--- config.mk ---
export PLATFORM = sky130hd
export DESIGN_NAME = integer_square_root_top
export DESIGN_NICKNAME = d
export VERILOG_FILES = /design/src/sv/isr_pkg.sv /design/src/sv/integer_square_root_top.sv /design/src/sv/isr_stage.sv
export SDC_FILE = /design/constraint.sdc
export NUM_CORES = 1
export LEC_CHECK = 0
export CORE_ASPECT_RATIO = 0.5
export CORE_MARGIN = 2
export CORE_UTILIZATION = 50
export CTS_CLUSTER_SIZE = 16
export DETAILED_ROUTE_END_ITERATION = 12
export DONT_BUFFER_PORTS = 1
export GPL_ROUTABILITY_DRIVEN = 0
export GPL_TIMING_DRIVEN = 0
export HOLD_SLACK_MARGIN = 0.03
export PLACE_DENSITY = 0.7
export SLEW_MARGIN = 5
export SYNTH_ARGS = -nofsm -noshare
export SYNTH_HDL_FRONTEND = slang
export SYNTH_SLANG_ARGS = --single-unit
export TNS_END_PERCENT = 100
--- constraint.sdc ---
create_clock -name clk -period 13.56 [get_ports clk]
set_input_delay 2.034 -clock clk [delete_from_list [all_inputs] [get_ports clk]]
set_output_delay 2.034 -clock clk [all_outputs]
set_load 0.03 [all_outputs]
--- src/sv/isr_pkg.sv ---
// Package for the integer square root pipeline.
// Holds the stage payload type and the shared digit recurrence step.
// No dependencies; used by isr_stage and integer_square_root_top.
package isr_pkg;

  localparam int RAD_BITS    = 31;
  localparam int ROOT_BITS   = 16;
  localparam int WORK_BITS   = 2 * ROOT_BITS;
  localparam int REM_BITS    = ROOT_BITS + 2;
  localparam int STAGE_STEPS = 4;
  localparam int NUM_STAGES  = ROOT_BITS / STAGE_STEPS;

  typedef struct packed {
    logic [WORK_BITS-1:0] rad;
    logic [REM_BITS-1:0]  rem;
    logic [ROOT_BITS-1:0] root;
  } data_t;

  // One root bit: bring down two radicand bits, try to subtract 4*root+1.
  function automatic data_t sqrt_step(input data_t d);
    data_t                res;
    logic [REM_BITS+1:0]  trial;
    logic [REM_BITS+1:0]  sub;
    logic [REM_BITS+1:0]  diff;
    res   = d;
    trial = {d.rem, d.rad[WORK_BITS-1 -: 2]};
    sub   = {2'b00, d.root, 2'b01};
    diff  = trial - sub;
    res.rad = {d.rad[WORK_BITS-3:0], 2'b00};
    if (trial >= sub) begin
      res.rem  = diff[REM_BITS-1:0];
      res.root = {d.root[ROOT_BITS-2:0], 1'b1};
    end else begin
      res.rem  = trial[REM_BITS-1:0];
      res.root = {d.root[ROOT_BITS-2:0], 1'b0};
    end
    return res;
  endfunction

  function automatic data_t stage_steps(input data_t d);
    data_t res;
    res = d;
    for (int i = 0; i < STAGE_STEPS; i++) begin
      res = sqrt_step(res);
    end
    return res;
  endfunction

endpackage

--- src/sv/integer_square_root_top.sv ---
// Top level of the integer square root block: a chain of isr_stage instances.
// Depends on isr_pkg and isr_stage.
//
// Usage: a 31-bit unsigned radicand enters on in_radicand with in_valid and
// in_ready; a transfer happens on a rising edge where both are high. The
// floor square root leaves on out_root with out_valid and out_ready, one
// result per radicand, in order.
// The root is found one bit per recurrence step, four steps per stage, in
// four register stages; out_root is taken from the last stage's register.
// The block takes one radicand every cycle while the receiver keeps
// out_ready high.
// When the receiver stalls, results hold in their stages and the pipeline
// closes its bubbles; in_ready falls only when every stage is full.
// The synchronous active-low reset clears all valid bits, so the block is
// empty and ready after reset. No state survives between radicands.
module integer_square_root_top (
  input  logic                          clk,
  input  logic                          rst_n,
  input  logic                          in_valid,
  output logic                          in_ready,
  input  logic [isr_pkg::RAD_BITS-1:0]  in_radicand,
  output logic                          out_valid,
  input  logic                          out_ready,
  output logic [isr_pkg::ROOT_BITS-1:0] out_root
);

  localparam int NS = isr_pkg::NUM_STAGES;

  logic           valid_s [NS+1];
  logic           ready_s [NS+1];
  isr_pkg::data_t data_s  [NS+1];

  assign data_s[0] = '{
    rad:  {{(isr_pkg::WORK_BITS - isr_pkg::RAD_BITS){1'b0}}, in_radicand},
    rem:  '0,
    root: '0
  };

  assign valid_s[0]  = in_valid;
  assign in_ready    = ready_s[0];
  assign ready_s[NS] = out_ready;

  for (genvar g = 0; g < NS; g++) begin : g_stage
    isr_stage u_stage (
      .clk       (clk),
      .rst_n     (rst_n),
      .in_valid  (valid_s[g]),
      .in_data   (data_s[g]),
      .in_ready  (ready_s[g]),
      .out_valid (valid_s[g+1]),
      .out_data  (data_s[g+1]),
      .out_ready (ready_s[g+1])
    );
  end

  assign out_valid = valid_s[NS];
  assign out_root  = data_s[NS].root;

endmodule

--- src/sv/isr_stage.sv ---
// One pipeline stage of the integer square root: four root bits per stage.
// Depends on isr_pkg for the payload type and the recurrence step.
module isr_stage (
  input  logic           clk,
  input  logic           rst_n,
  input  logic           in_valid,
  input  isr_pkg::data_t in_data,
  output logic           in_ready,
  output logic           out_valid,
  output isr_pkg::data_t out_data,
  input  logic           out_ready
);

  logic           valid_r;
  logic           valid_nxt;
  isr_pkg::data_t data_r;
  isr_pkg::data_t data_nxt;

  assign in_ready  = !valid_r || out_ready;
  assign valid_nxt = in_ready ? in_valid : valid_r;
  assign data_nxt  = isr_pkg::stage_steps(in_data);

  always_ff @(posedge clk) begin
    if (!rst_n) begin
      valid_r <= 1'b0;
    end else begin
      valid_r <= valid_nxt;
    end
  end

  always_ff @(posedge clk) begin
    if (in_ready && in_valid) begin
      data_r <= data_nxt;
    end
  end

  assign out_valid = valid_r;
  assign out_data  = data_r;

endmodule

==> impl_metrics.ini <==
[timing]
tightestPinTransition_ps = 1270
min_period_over_period = 0.932
setup_tns_ps = 0
hold_violations = 0
finalSetupViolCount = 0
layout_min_cycle_time_ps = 12630
slew_headroom = 0.131
timing.fmax_mhz = 79.2
drv_slew = 0
finalClockSkew_ps = 11.4
rsz0062_at_grt = no

[worst_setup_path]
timing.critical_path.from = g_stage[1].u_stage.out_data[4]
cpMaxStageDelayCell = a211oi_1
critPathKind = reg -> reg
cp-start-kind = register
r2r_cells = 51
worst_r2r_startpoint = g_stage[1].u_stage.out_data[4]
cp.arrival_ps = 12820
cp.required_ps = 13740
critical-path-max-stage-delay_ps = 620
crit_path_end_kind = register
reg2reg_to = g_stage[2].u_stage.out_data[25]
crit_top_cell = a21oi_1
cp_max_fo = 10
regToRegSetupSlack_ps = 930
cp-endpoint = g_stage[2].u_stage.out_data[25]

[synthesis]
synthesis.area_sq_um = 15000
synth_nets = 1911
synth_area_leaders = edfxtp_1 28%, ha_1 12%, xnor2_1 5.8%
synth_cells = 1728
synth_seq_area_share = 0.289
yosys.area.top_type_share = 0.284
async_flop_share = 0
synth_common_cells = 156 x nor2_1, 150 x a21oi_1, 148 x ha_1, 142 x edfxtp_1, 118 x nand2_1
ys_ff_latch = 146
synth_area_per_cell_sq_um = 8.69
yosys.cell_types.count = 97
ys.flop_type = edfxtp_1
synth_most_common_cell = nor2_1
synth_top_cell_by_area = edfxtp_1
synth_edf_count = 142
yosysWarnings = 0

[cts]
cts_root_buffer = clkbuf_16
clock_latency_ps = 450
cts_buffer_depth = 2
cts_buffers = 17
cts_hold_buf = 0
clock_sinks = 146
cts.htree.levels = 4
clk_pin_slew_ps = 60
post_cts_buffers = 0
cts_tree = yes

[power_and_ir_drop]
p_switching_w = 0.000872
p_clk_frac = 0.220
p_seq_frac = 0.284
combPwrFrac = 0.496
p_int_w = 0.00127
ir_worst_vdd_uv = 81.6
power_w = 0.00214
leakagePower_nw = 6.58
power_density_nw_per_um2 = 132
p_sw_frac = 0.407

[final_layout]
diodes = 0
final_core_util = 0.553
multiInputGateArea_sq_um = 10000
fillCellCount = 2725
area_delta_synth_final_pct = 7.91
final-seq-area_sq_um = 4340
layout.nets = 1934
drive_above_1_share = 0.0771

[global_route]
grt_pass1_wl_um = 60100
antenna_found_initial = 0
grt_pass1_vias = 12248
grt_max_degree = 34
grt-ovfl-total = 0
grtUsageTotal = 0.234

[die]
die_w_um = 249
ioPinCount = 53
start_util = 0.513
coreArea_sq_um = 29300
die_h_um = 127
dieArea_sq_um = 31500
rows = 44

[placement]
port_buffers = 0
dpl.hpwl_um = 29300

[route]
detail-route-antenna-nets = 0
finalWirelength_um = 36800
drc = 0
viasPerCell = 6.00
firstDrtPassIters = 5
wl_per_cell_um = 17.1
drt_iter0_drc = 806
vias = 12934

[job]
drv_cap = 0

[outcome]
status = completed

[worst_hold_path]
min_delay_path_depth = 0
hold_class = reg -> reg
per-layer routing:
layer,wire (um),global-route usage
met5,0,0
met4,1070,0.0932
met3,1450,0.0361
met2,17600,0.411
met1,16700,0.293
stage by stage:
| stage | cell area (sq um) | std cells | hold WS, ps | worst slack (ps) |
|---|---|---|---|---|
| after detailed placement | 15600 | 2123 | 405 | 758 |
| after global placement | 15500 | 2119 | 401 | 830 |
| after floorplan | 15000 | 1728 | 400 | 3100 |
| final | 16200 | 2154 | 409 | 927 |
| after CTS | 16200 | 2154 | 411 | 737 |
| after global routing | 16200 | 2154 | 428 | 112 |
power by group through the flow:
stage	Clock (W)	Sequential [W]	Combinational, W
2_1_floorplan	0	0.000606	0.000842
3_3_place_gp	0	0.000618	0.00103
3_5_place_dp	0	0.000617	0.00104
4_1_cts	0.000482	0.000608	0.00105
5_1_grt	0.000499	0.000615	0.00117
6_report	0.000471	0.000608	0.00106
cells by family (layout without fill, tap and decap cells):
kind of cell,after synthesis,after routing,synth area share
AO/OA/AOI/OAI,506,506,0.223
XOR/XNOR,167,167,0.0979
adder cells (fa/ha/maj),148,148,0.123
buffers and inverters,160,195,0.0467
flip-flops,146,146,0.289
multiplexers,37,37,0.0263
AND/OR/NAND/NOR,564,564,0.193
cell type report:
class                      instances  area share
inverter                         105      0.0243
clock buffer                      18      0.0265
buffer                            55      0.0191
tap                              391      0.0302
sequential                       146       0.268
timing repair buffer               4     0.00402
multi-input combinational       1422       0.618
clock inverter                    13     0.00927
what timing repair did:
item	in CTS	in global routing
endpoints found under the setup margin	0	15
gates resized for setup	0	5
hold endpoints to repair	0	0
worst max-delay path, delay by kind of cell (launching register included):
kind                     cells  cell delay [ps]
adder cells (fa/ha/maj)      4             1190
AND/OR/NAND/NOR             15             2920
flip-flops                   1              390
buffers and inverters       12             2740
AO/OA/AOI/OAI               19             4690
multiplexers                 1              410
how the worst min path moves through the flow:
stage	start	to	slack [ps]
floorplan	g_stage[0].u_stage.out_data[42]	g_stage[1].u_stage.out_data[50]	400
global placement	g_stage[0].u_stage.out_data[52]	g_stage[1].u_stage.out_data[60]	400
detailed placement	g_stage[0].u_stage.out_data[49]	g_stage[1].u_stage.out_data[57]	410
CTS	g_stage[1].u_stage.out_data[57]	g_stage[2].u_stage.out_data[65]	410
global route	g_stage[0].u_stage.out_data[47]	g_stage[1].u_stage.out_data[55]	430
finish	g_stage[1].u_stage.out_data[57]	g_stage[2].u_stage.out_data[65]	410
cells in the final DEF, fill, tap and decap left out, types with 18 or more instances in the layout:
cell / synthesis / routed
buf_4: 18 / 18
nand4_1: 27 / 27
a21o_1: 56 / 56
nand3_1: 33 / 33
nor4_1: 20 / 20
o21bai_1: 21 / 21
inv_1: 100 / 100
clkbuf_1: 24 / 23
nor2_1: 156 / 156
nand2_1: 118 / 118
edfxtp_1: 142 / 142
o21a_1: 18 / 18
ha_1: 148 / 148
and3_1: 19 / 19
xor2_1: 66 / 66
xnor2_1: 100 / 100
a21oi_1: 150 / 150
nor3_1: 58 / 58
o21ai_0: 100 / 100
nor2b_1: 24 / 22
state kept, by name, summed over array words and instances (netlist names):
| register | count |
|---|---|
| g_stage.u_stage.out_data | 142 |
| g_stage.u_stage.out_valid | 4 |
Power figures use the tool's default switching activity.
